[src/sv/assert_macros.svh]
// ----------------------------------------------------------------------------
// assert_macros.svh
// concurrent assertion helpers clocked on clk_i, one muted while rst_ni is low
// ----------------------------------------------------------------------------
`ifndef ASSERT_MACROS_SVH
`define ASSERT_MACROS_SVH

// checked only while out of reset
`define LBPR_ASSERT(lbl, prop, msg) \
  lbl: assert property (@(posedge clk_i) disable iff (!rst_ni) (prop)) \
    else $error(msg);

// checked at every edge, reset included
`define LBPR_ASSERT_ALWAYS(lbl, prop, msg) \
  lbl: assert property (@(posedge clk_i) (prop)) else $error(msg);

`endif

[src/sv/lbpr_pkg.sv]
// ----------------------------------------------------------------------------
// lbpr_pkg
// shared constants and types of the balanced parenthesis run tracker
// ----------------------------------------------------------------------------
package lbpr_pkg;

  // longest string that is tracked, later characters are ignored
  localparam int MAX_LEN     = 1024;
  localparam int STACK_DEPTH = MAX_LEN + 1;

  // field widths of the beats
  localparam int CHAR_W = 8;
  localparam int BEST_W = 11;

  // internal widths
  localparam int POS_W   = $clog2(MAX_LEN + 1);
  localparam int TAG_W   = POS_W;
  localparam int DEPTH_W = $clog2(STACK_DEPTH + 1);

  localparam logic [CHAR_W-1:0] OPEN_CODE = 8'h28;

  // what a stack cell does this cycle
  typedef enum logic [1:0] {
    CELL_HOLD,
    CELL_PUSH,
    CELL_POP,
    CELL_LOAD
  } cell_op_e;

  typedef struct packed {
    cell_op_e         op;
    logic [TAG_W-1:0] load;
  } cell_cmd_t;

  // one result beat
  typedef struct packed {
    logic [BEST_W-1:0] best_length;
    logic              final_result;
    logic              too_long;
  } lbpr_res_t;

endpackage

[src/sv/lbpr_cell.sv]
// ----------------------------------------------------------------------------
// lbpr_cell
// one entry of the shifting position stack
// ----------------------------------------------------------------------------
module lbpr_cell (
  input  logic                      clk_i,
  input  logic                      rst_ni,
  input  lbpr_pkg::cell_cmd_t       cmd_i,
  input  logic [lbpr_pkg::TAG_W-1:0] up_i,
  input  logic [lbpr_pkg::TAG_W-1:0] down_i,
  output logic [lbpr_pkg::TAG_W-1:0] entry_o
);
  import lbpr_pkg::*;

  logic [TAG_W-1:0] entry_q;
  logic [TAG_W-1:0] entry_d;

  // push takes the entry above, pop the entry below
  always_comb begin
    case (cmd_i.op)
      CELL_PUSH: entry_d = up_i;
      CELL_POP:  entry_d = down_i;
      CELL_LOAD: entry_d = cmd_i.load;
      default:   entry_d = entry_q;
    endcase
  end

  // reset leaves the base marker everywhere
  always_ff @(posedge clk_i or negedge rst_ni) begin
    if (!rst_ni) begin
      entry_q <= '0;
    end else begin
      entry_q <= entry_d;
    end
  end

  assign entry_o = entry_q;

endmodule

[config.mk]
export PLATFORM = sky130hd
export DESIGN_NAME = lbpr_cell
export DESIGN_NICKNAME = d
export VERILOG_FILES = /design/src/sv/assert_macros.svh /design/src/sv/lbpr_pkg.sv /design/src/sv/lbpr_cell.sv
export SDC_FILE = /design/constraint.sdc
export NUM_CORES = 1
export LEC_CHECK = 0
export BUFFER_PORTS_ARGS = -buffer_cell sky130_fd_sc_hd__buf_4
export CAP_MARGIN = 20
export CORE_MARGIN = 2
export CORE_UTILIZATION = 38
export CTS_CLUSTER_DIAMETER = 100
export CTS_CLUSTER_SIZE = 8
export DETAILED_ROUTE_END_ITERATION = 7
export PLACE_DENSITY_LB_ADDON = 0.08
export SLEW_MARGIN = 5
export SYNTH_ARGS = -nofsm -noshare
export SYNTH_HDL_FRONTEND = slang
export SYNTH_SLANG_ARGS = --single-unit
[constraint.sdc]
create_clock -name clk_i -period 1.4 [get_ports clk_i]
set_input_delay 0.07 -clock clk_i [delete_from_list [all_inputs] [get_ports clk_i]]
set_output_delay 0.07 -clock clk_i [all_outputs]
set_load 0.1 [all_outputs]
# Yosys cells after proc, flatten, opt, wreduce, memory -nomap -nowiden
# Index checks and enable logic that the tools add are counted.
# totals
wordCells	6
out_inout_bits	11
register_bits	11
# classes
mux	1
n_eq_ne	3
n_reduce_logical	1
# ops
op	count
11-bit case mux with 3 select lines	1
2-bit equality test (second input constant)	2
3-bit nonzero test	1
2-bit by 1-bit equality test with 1-bit output (second input constant)	1

# Logic depth before layout (Yosys ltp)
# depth
word_depth	2
mapped_depth	2

# Least setup slack after synthesis
# Ideal clock, no wire load.
# synth_path
kind	register to register
startpoint	reg entry_o[4] (netlist name)
endpoint	reg entry_q[4] (netlist: entry_o[4])
setup_ns	0.140
arrival_time_ns	1.324
setup_slack_ns	-0.065
period_less_slack_ns	1.465
path_stages_with_launch	2
cell_sequence	dfrtp_1 -> mux4_1
# synth_lines
item	line_no	text
end signal: assignment	lbpr_cell.sv:33	entry_q <= entry_d;
end: declaration	lbpr_cell.sv:15	logic [TAG_W-1:0] entry_q;

==> metrics.md <==
| Metric | Value |
|---|---|
| Routed Antenna Nets | `0` |
| Fmax | `993 MHz` |
| Initial antenna violation count | `0` |
| CTS-repair resized insts | `0` |
| WP data arrival | `1.14 ns` |
| Rows | `13` |
| Final hold violation count | `0` |
| Max stage delay cell, worst path | `mux4_1` |
| Rel. slew slack | `81.3%` |
| RR Startpoint | `entry_o[4]$_DFFE_PN0P_` |
| Root Driver | `clkbuf_4` |
| Placed insts | `84` |
| Yosys reg bits | `11` |
| Fin cells | `89` |
| First-pass GRT wire length | `2.30 mm` |
| Largest register FFs | `11` |
| Sink Count | `11` |
| Share of layout cells above drive strength 1 | `95.9%` |
| GRT overflow | `0` |
| Chip Width | `41.8 microns` |
| Hold Path Stages | `2` |
| Least-Margin Pin Slew | `0.283 ns` |
| Fin crit period | `1.01 ns` |
| CP top delay family | `multiplexers` |
| Final setup violation count | `0` |
| Asr flop ratio synth | `100%` |
| Final Cell Area | `948 sq um` |
| Status | `completed` |
| Share of the synthesized area in the top cell type | `50.7%` |
| Routability cong. | `0.614` |
| Synth top cells by count | `dfrtp_1 (11), mux4_2 (10), buf_2 (1), buf_6 (1), mux4_1 (1)` |
| GRT Util Overall | `17.6%` |
| First DRT Iteration DRCs | `2` |
| Yosys warns | `0` |
| Leak | `0.437 nW` |
| ANT cells | `0` |
| Wirelength per Cell | `14.4 microns` |
| TritonCTS clock tree | `yes` |
| Hpwl dp | `1.08 mm` |
| Die Y-Extent | `41.8 microns` |
| Setup TNS | `0 ns` |
| Reg-to-Reg End | `entry_o[4]$_DFFE_PN0P_` |
| Critical Path Sink Type | `flop` |
| First-pass DRT Iterations | `2` |
| Routed vias | `451` |
| RSZ-0062 raised after global routing | `false` |
| Post-placement cell area | `912 sq um` |
| Hold EP | `entry_o[4]$_DFFE_PN0P_` |
| Port Buf Inserts | `47` |
| Register area share after synthesis | `50.7%` |
| I/O pins | `48` |
| R2R cell count | `1` |
| Hold Crit Start | `cmd_i[4]` |
| Fin nets | `112` |
| DRC | `0` |
| Largest net degree at the start of global routing | `12` |
| R2R setup slack | `0.39 ns` |
| Largest area contributor in the netlist | `dfrtp_1` |
| H-tree levels | `1` |
| Mapped Cells | `24` |
| Starting Density | `41.2%` |
| Count leader, synth | `dfrtp_1` |
| Mapped Nets | `61` |
| Ys flop type | `dfrtp_1` |
| Worst clock skew | `0 ns` |
| PwrDens | `1160 nW/um^2` |
| Count of flip-flops with a built-in enable after synthesis | `0` |
| # fillers | `101` |
| Final wirelength | `1.28 mm` |
| Area Overhead vs Synth | `74.7%` |
| Synthesized area per cell | `22.6 sq um` |
| Crit start category | `flop` |
| Total CTS buffers | `3` |
| Critical path, cell by cell | `mux4_1` |
| Reg clk slew, reported paths | `0.07 ns` |
| Core area | `1320 sq um` |
| Max stage delay on crit path | `0.48 ns` |
| Deepest clock path buffer count | `2` |
| # Max-Cap Violations | `0` |
| Clock latency on the worst-skew pair | `0.26 ns` |
| Tightest Hold Check Type | `primary input to flop` |
| Die area | `1750 sq um` |
| CP Max Fanout | `2` |
| Mapped cell area | `543 sq um` |
| Number of global-route vias before repair | `537` |
| Distinct cells, synth | `5` |
| Crit path required time | `1.54 ns` |
| Vias per inst | `5.07` |
| Critical path buffers and inverters | `0` |
| Pins over their slew limit | `0` |
| CP Class | `flop to flop` |
| Final worst path period share | `71.9%` |
| Top cells by area, synth | `dfrtp_1 (51%), mux4_2 (41%), mux4_1 (4.8%), buf_6 (2.1%), buf_2 (0.92%)` |
| Max VDD drop | `0.899 mV` |
[report_power, final]
group          switching [mW]  leakage (nW)  total (mW)  internal [mW]
registers              0.0192         0.117       0.381          0.362
clock network           0.101        0.0150       0.211          0.110
logic                   0.340         0.304       0.511          0.171
total                   0.460         0.437        1.10          0.643
[kinds of logic after synthesis]
group    after synthesis  share of synthesized area [%]
flops                 11                           50.7
mux                   11                           46.3
buf+inv                2                           2.99
[metal layers]
layer | global-route usage [%] | routed length, microns
met5 | 0 | 0
met4 | 3.87 | 7
met3 | 7.39 | 145
met2 | 32.2 | 713
met1 | 18.6 | 414
[how the worst max path moves through the flow]
stage                                 from                endpoint  cells past startpoint
global placement                 cmd_i[11]  entry_o[4]$_DFFE_PN0P_                      2
floorplan           entry_o[4]$_DFFE_PN0P_  entry_o[4]$_DFFE_PN0P_                      1
CTS                 entry_o[4]$_DFFE_PN0P_  entry_o[4]$_DFFE_PN0P_                      1
global route        entry_o[4]$_DFFE_PN0P_  entry_o[4]$_DFFE_PN0P_                      1
detailed placement               cmd_i[11]  entry_o[4]$_DFFE_PN0P_                      2
finish              entry_o[4]$_DFFE_PN0P_  entry_o[4]$_DFFE_PN0P_                      1
[cell usage in the layout (no fill, tap or decap), drive strengths merged]
cell type    instances
mux4                11
buf                 47
clkbuf               4
dfrtp               11
dlygate4sd3          1
[metrics by stage]
step / worst slack [ns] / power, mW / utilization [%] / hold WS, ns
2_1_floorplan: 0.138 / 0.745 / - / -0.226
3_3_place_gp: 0.408 / 0.893 / 69.2 / -0.0906
3_5_place_dp: 0.389 / 0.900 / 69.2 / -0.0903
4_1_cts: 0.389 / 1.12 / 72.0 / 0.103
5_1_grt: 0.360 / 1.15 / 72.0 / 0.111
6_report: 0.393 / 1.10 / 72.0 / 0.110
[final cells by class]
type                            count  area, sq um  area share [%]
Clock buffer                        4         26.3            2.77
Multi-Input combinational cell     11          251            26.5
Sequential cell                    11          289            30.5
Tap cell                           15         18.8            1.98
Timing Repair Buffer               48          363            38.3
[repair_timing]
item                      CTS  global route
setup buffers               0             0
hold buffers                1             0
hold endpoints to repair   11             0
Note: power is estimated with default switching activity, not from simulation.
