===== src/sv/assert_macros.svh =====
// ----------------------------------------------------------------------------
// assert_macros.svh
// concurrent assertion helpers clocked on clk_i, one muted while rst_ni is low
// ----------------------------------------------------------------------------
`ifndef ASSERT_MACROS_SVH
`define ASSERT_MACROS_SVH

// checked only while out of reset
`define LBPR_ASSERT(lbl, prop, msg) \
  lbl: assert property (@(posedge clk_i) disable iff (!rst_ni) (prop)) \
    else $error(msg);

// checked at every edge, reset included
`define LBPR_ASSERT_ALWAYS(lbl, prop, msg) \
  lbl: assert property (@(posedge clk_i) (prop)) else $error(msg);

`endif


===== src/sv/lbpr_pkg.sv =====
// ----------------------------------------------------------------------------
// lbpr_pkg
// shared constants and types of the balanced parenthesis run tracker
// ----------------------------------------------------------------------------
package lbpr_pkg;

  // longest string that is tracked, later characters are ignored
  localparam int MAX_LEN     = 1024;
  localparam int STACK_DEPTH = MAX_LEN + 1;

  // field widths of the beats
  localparam int CHAR_W = 8;
  localparam int BEST_W = 11;

  // internal widths
  localparam int POS_W   = $clog2(MAX_LEN + 1);
  localparam int TAG_W   = POS_W;
  localparam int DEPTH_W = $clog2(STACK_DEPTH + 1);

  localparam logic [CHAR_W-1:0] OPEN_CODE = 8'h28;

  // what a stack cell does this cycle
  typedef enum logic [1:0] {
    CELL_HOLD,
    CELL_PUSH,
    CELL_POP,
    CELL_LOAD
  } cell_op_e;

  typedef struct packed {
    cell_op_e         op;
    logic [TAG_W-1:0] load;
  } cell_cmd_t;

  // one result beat
  typedef struct packed {
    logic [BEST_W-1:0] best_length;
    logic              final_result;
    logic              too_long;
  } lbpr_res_t;

endpackage


===== src/sv/lbpr_out_skid.sv =====
// ----------------------------------------------------------------------------
// lbpr_out_skid
// output register with a skid slot so the input side keeps flowing
// ----------------------------------------------------------------------------
module lbpr_out_skid (
  input  logic                clk_i,
  input  logic                rst_ni,
  input  logic                in_valid_i,
  output logic                in_ready_o,
  input  lbpr_pkg::lbpr_res_t in_data_i,
  output logic                out_valid_o,
  input  logic                out_ready_i,
  output lbpr_pkg::lbpr_res_t out_data_o
);
  import lbpr_pkg::*;

  logic      out_valid_q;
  logic      skid_valid_q;
  lbpr_res_t out_data_q;
  lbpr_res_t skid_data_q;
  logic      in_fire;
  logic      out_fire;

  assign in_ready_o = !skid_valid_q;
  assign in_fire    = in_valid_i && !skid_valid_q;
  assign out_fire   = out_valid_q && out_ready_i;

  // control
  always_ff @(posedge clk_i or negedge rst_ni) begin
    if (!rst_ni) begin
      out_valid_q  <= 1'b0;
      skid_valid_q <= 1'b0;
    end else if (skid_valid_q) begin
      if (out_fire) begin
        skid_valid_q <= 1'b0;
      end
    end else if (in_fire) begin
      if (out_valid_q && !out_fire) begin
        skid_valid_q <= 1'b1;
      end
      out_valid_q <= 1'b1;
    end else if (out_fire) begin
      out_valid_q <= 1'b0;
    end
  end

  // payload
  always_ff @(posedge clk_i) begin
    if (skid_valid_q) begin
      if (out_fire) begin
        out_data_q <= skid_data_q;
      end
    end else if (in_fire) begin
      if (!out_valid_q || out_fire) begin
        out_data_q <= in_data_i;
      end else begin
        skid_data_q <= in_data_i;
      end
    end
  end

  assign out_valid_o = out_valid_q;
  assign out_data_o  = out_data_q;

endmodule


===== config.mk =====
export PLATFORM = sky130hd
export DESIGN_NAME = lbpr_out_skid
export DESIGN_NICKNAME = d
export VERILOG_FILES = /design/src/sv/assert_macros.svh /design/src/sv/lbpr_pkg.sv /design/src/sv/lbpr_out_skid.sv
export SDC_FILE = /design/constraint.sdc
export NUM_CORES = 1
export LEC_CHECK = 0
export BUFFER_PORTS_ARGS = -buffer_cell sky130_fd_sc_hd__buf_2
export CORE_UTILIZATION = 52
export CTS_BUF_LIST = sky130_fd_sc_hd__clkbuf_8
export CTS_CLUSTER_SIZE = 25
export DETAILED_ROUTE_END_ITERATION = 7
export PLACE_DENSITY = 0.8
export SLEW_MARGIN = 10
export SYNTH_ARGS = -nofsm -noshare
export SYNTH_HDL_FRONTEND = slang
export SYNTH_SLANG_ARGS = --single-unit

===== constraint.sdc =====
create_clock -name clk_i -period 2.26 [get_ports clk_i]
set_input_delay 0.452 -clock clk_i [delete_from_list [all_inputs] [get_ports clk_i]]
set_output_delay 0.452 -clock clk_i [all_outputs]
set_load 0.005 [all_outputs]

Word-level counts from Yosys, hierarchy flattened
Cells that the tools add are included.
{"block": "op_classes", "n_reduce_logical": 13, "n_bitwise": 2, "mux": 10, "eq_ne": 1}
{"op": "$mux W13", "count": 4}
{"op": "$mux W1", "count": 6}
{"op": "$reduce_and A3 Y1", "count": 2}
{"op": "$reduce_bool A2 Y1", "count": 3}
{"op": "$logic_and A1 B1 Y1", "count": 3}
{"op": "$logic_not A1 Y1", "count": 3}
{"op": "$ne A2 B1 Y1 const B", "count": 1}
{"op": "$not A1 Y1", "count": 2}
{"op": "$reduce_and A2 Y1", "count": 1}
{"op": "$logic_or A1 B1 Y1", "count": 1}
{"block": "totals", "elab_cells": 34, "input_bits": 17, "regBits": 28}

Longest topological paths before layout
{"block": "depth", "word_depth": 6, "mapped_depth": 4, "ltp_nobuf": 2}

Worst setup path after synthesis
OpenSTA, ideal clock, no wires.
{"block": "synth_path", "path_type": "reg-to-reg", "from": "register skid_valid_q", "to": "register skid_data_q[0] (netlist bit) (enable)", "period_less_slack_ns": 1.988, "arrival_time_ns": 1.588, "t_required_ns": 1.860, "slack_ns": 0.272, "path_buffers": 1, "path_stages_with_launch": 4, "cell_sequence": "dfrtp_1 > buf_6 > nand2b_1 > nor3_1"}
{"block": "synth_via", "elab_chain_len": 3, "elab_cells_between_ends": 4, "classes_between": "bitwise (1); reduce/logical (3)"}
{"element": "start: declaration", "line_no": "lbpr_out_skid.sv:18", "text": "logic skid_valid_q;"}
{"element": "start signal: assignment", "line_no": "lbpr_out_skid.sv:32", "text": "skid_valid_q <= 1'b0;"}
{"element": "start signal: assignment", "line_no": "lbpr_out_skid.sv:35", "text": "skid_valid_q <= 1'b0;"}
{"element": "start signal: assignment", "line_no": "lbpr_out_skid.sv:39", "text": "skid_valid_q <= 1'b1;"}
{"element": "$logic_not A1 Y1", "line_no": "lbpr_out_skid.sv:25", "text": "assign in_fire = in_valid_i && !skid_valid_q;"}
{"element": "$logic_and A1 B1 Y1", "line_no": "lbpr_out_skid.sv:25"}
{"element": "$reduce_and A3 Y1 (no source line) (*)"}
{"element": "end signal: assignment", "line_no": "lbpr_out_skid.sv:57", "text": "skid_data_q <= in_data_i;"}
{"element": "end: declaration", "line_no": "lbpr_out_skid.sv:20", "text": "lbpr_res_t skid_data_q;"}
Every way passes the cells marked *; elsewhere a longest branch is shown, timed or not.
A chain may end at the register's enable or synchronous reset.

Worst setup path in the final report
{"block": "layout_path", "from": "register skid_valid_q", "to": "output port in_ready_o"}
{"block": "layout_via", "elab_chain_len": 1}
{"element": "$logic_not A1 Y1", "line_no": "lbpr_out_skid.sv:24", "text": "assign in_ready_o = !skid_valid_q;"}
{"element": "end: declaration", "line_no": "lbpr_out_skid.sv:9", "text": "output logic in_ready_o,"}
Every way passes these cells.

==> flow_metrics.tcl <==
set metrics [dict create \
    num_rows 16 \
    cts_resized 0 \
    dieArea_sq_um 2280 \
    gp_congestion 0.687 \
    synth_area_leaders "edfxtp_1, mux2_4, mux2_2, dfrtp_1, buf_12" \
    post-dp-hpwl_mm 1.21 \
    cp.arrival_ps 1180 \
    grt_overflow 0 \
    post_dp_cell_area_sq_um 1270 \
    finalPower_mw 1.52 \
    final_period_minus_worst_setup_slack_ps 1630 \
    drive_gt1_share_pct 56.7 \
    final_nets 108 \
    min_to "skid_data_q[1]" \
    fin_crit_sh_pct 72.2 \
    finalNonFillerCells 117 \
    crit_fanout 13 \
    via_per_inst 4.87 \
    die_height_um 47.8 \
    worst_hold_slack_ps 378 \
    post-place-ws_ps 707 \
    p_comb_share_pct 30.0 \
    syn-num-nets 70 \
    crit_type "reg -> out" \
    cp_slowest_cell "dfrtp_1" \
    clock_skew_ps 2.47 \
    ant_nets 0 \
    end_kind "output port" \
    diodes 0 \
    finalSetupViolations 0 \
    crit_chain "buf_4, inv_1, buf_2" \
    hold_path_class "in -> reg" \
    slew-limit-headroom_pct 73.6 \
    power.density_nw_per_um2 1140 \
    hp-start "in_data_i[1]" \
    hold_depth 1 \
    cts_buffers 3 \
    cts_tree "built" \
    path_clk_slew_ps 90 \
    dr_total_vias 570 \
    core_area_sq_um 1960 \
    rsz0062_at_grt "false" \
    rr_startpoint "skid_valid_q" \
    finalSetupTns_ps 0 \
    io_pins 32 \
    cap_violations 0 \
    track_usage_pct 16.7 \
    drc 0 \
    wl_per_cell_um 13.8 \
    reg2reg_to "skid_data_q[10]" \
    grt_max_degree 16 \
    postCtsSetupRepairBufs 0 \
    ys_types 14 \
    p_seq_share_pct 52.9 \
    yosysWarnings 0 \
    tightest_slew_ps 394 \
    crit_path_max_incr_delay_ps 460 \
    drt_iter0_drc 19 \
    p_clk_share_pct 17.2 \
    postCtsHoldBufs 1 \
    swShare_pct 26.5 \
    area_growth_pct 22.1 \
    first_global_vias 558 \
    synthCells 53 \
    drv_slew 0 \
    grt_pass1_wl_mm 2.53 \
    synth_top_area_cell "edfxtp_1" \
    ys_seq_area_share_pct 76.3 \
    insertion_delay_ps 260 \
    portBuffers 31 \
    synth_area_sq_um 1090 \
    antenna_found_initial 0 \
    r2r_cells 3 \
    dr.pass1.iters 4 \
    place_inst 112 \
    final_util_pct 67.7 \
    critical_path_required_ps 1810 \
    worst-r2r-setup-slack_ps 710 \
    clockBufferDepth 2 \
    setup_slack_ps 629 \
    cts_max_level 1 \
    wirelength_mm 1.61 \
    postSynthAreaPerCell_sq_um 20.5 \
    design_area_sq_um 1330 \
    max_freq_mhz 613 \
    netlist.area_leader.share_pct 71.7 \
    hold_violations 0 \
    p_sw_mw 0.401 \
    synth-seq-cells 28 \
    internal_power_mw 1.12 \
    root_buffer "clkbuf_8" \
    initial_utilization_pct 55.5 \
    critPathLaunchType "flop" \
    die_x_um 47.8 \
    clock-sinks 28 \
    vdd_ir_drop_max_mv 0.787 \
    leakage_nw 0.539 \
    status "complete, no violations" \
]
-- cell usage in the layout (no fill, tap or decap) --
cell	n
nor3_2	1
and2b_1	1
nand2_1	1
clkinv_1	1
buf_2	31
a2bb2oi_1	1
clkbuf_8	3
nand2b_1	1
mux2_2	6
dfrtp_1	2
inv_1	2
dlygate4sd3_1	1
o21ai_0	1
buf_4	3
edfxtp_1	26
a21oi_1	2
mux2_4	7
-- metal layers --
layer,vias up,wire length (um),GRT usage (%)
met1,278,641,22.0
met4,0,11,5.56
met3,2,64,3.02
met5,-,0,0
li1,274,-,-
met2,16,894,27.8
-- synth_stat cells, drive strengths merged --
| master | n |
|---|---|
| dfrtp | 2 |
| mux2 | 13 |
| o21ai | 1 |
| nand2 | 1 |
| edfxtp | 26 |
| buf | 2 |
| a21oi | 2 |
| nor3 | 1 |
| nand2b | 1 |
| a2bb2oi | 1 |
| and2b | 1 |
| inv | 2 |
-- power groups by stage --
stage	combinational (mW)	sequential, mW	clock, mW
after floorplan	0.314	0.820	0
after global placement	0.445	0.813	0
after detailed placement	0.459	0.815	0
after CTS	0.461	0.804	0.264
after global routing	0.503	0.826	0.287
final	0.454	0.802	0.260
-- state kept, by name, summed over array words and instances, names as in the netlist --
name / count
out_valid_o: 1
skid_valid_q: 1
skid_data_q: 13
out_data_o: 13
-- cells by family after synthesis --
group	Yosys count	share of synthesized area, %
compound gates	4	2.18
mux	13	15.9
simple gates	4	2.07
buf+inv	4	3.56
flops	28	76.3
-- critical path: cells and delay by family, from the launching register on --
| family | cells | cell delay, ps |
|---|---|---|
| buf+inv | 3 | 450 |
| flops | 1 | 460 |
-- layout make-up --
class / instances / area, sq um
clock buffers: 3 / 41.3
clock inverters: 1 / 3.75
fillers: 143 / 633
inverters: 2 / 7.51
multi-input cells: 21 / 224
flip-flops and latches: 28 / 831
well taps: 27 / 33.8
repair buffers: 35 / 188
-- how the worst max path moves through the flow --
stage	from	endpoint
after floorplan	skid_valid_q	skid_data_q[0]
after global placement	skid_valid_q	out_data_o[0]
after detailed placement	skid_valid_q	skid_data_q[2]
after CTS	skid_valid_q	in_ready_o
after global routing	skid_valid_q	in_ready_o
final	skid_valid_q	in_ready_o
Power figures use the tool's default switching activity.
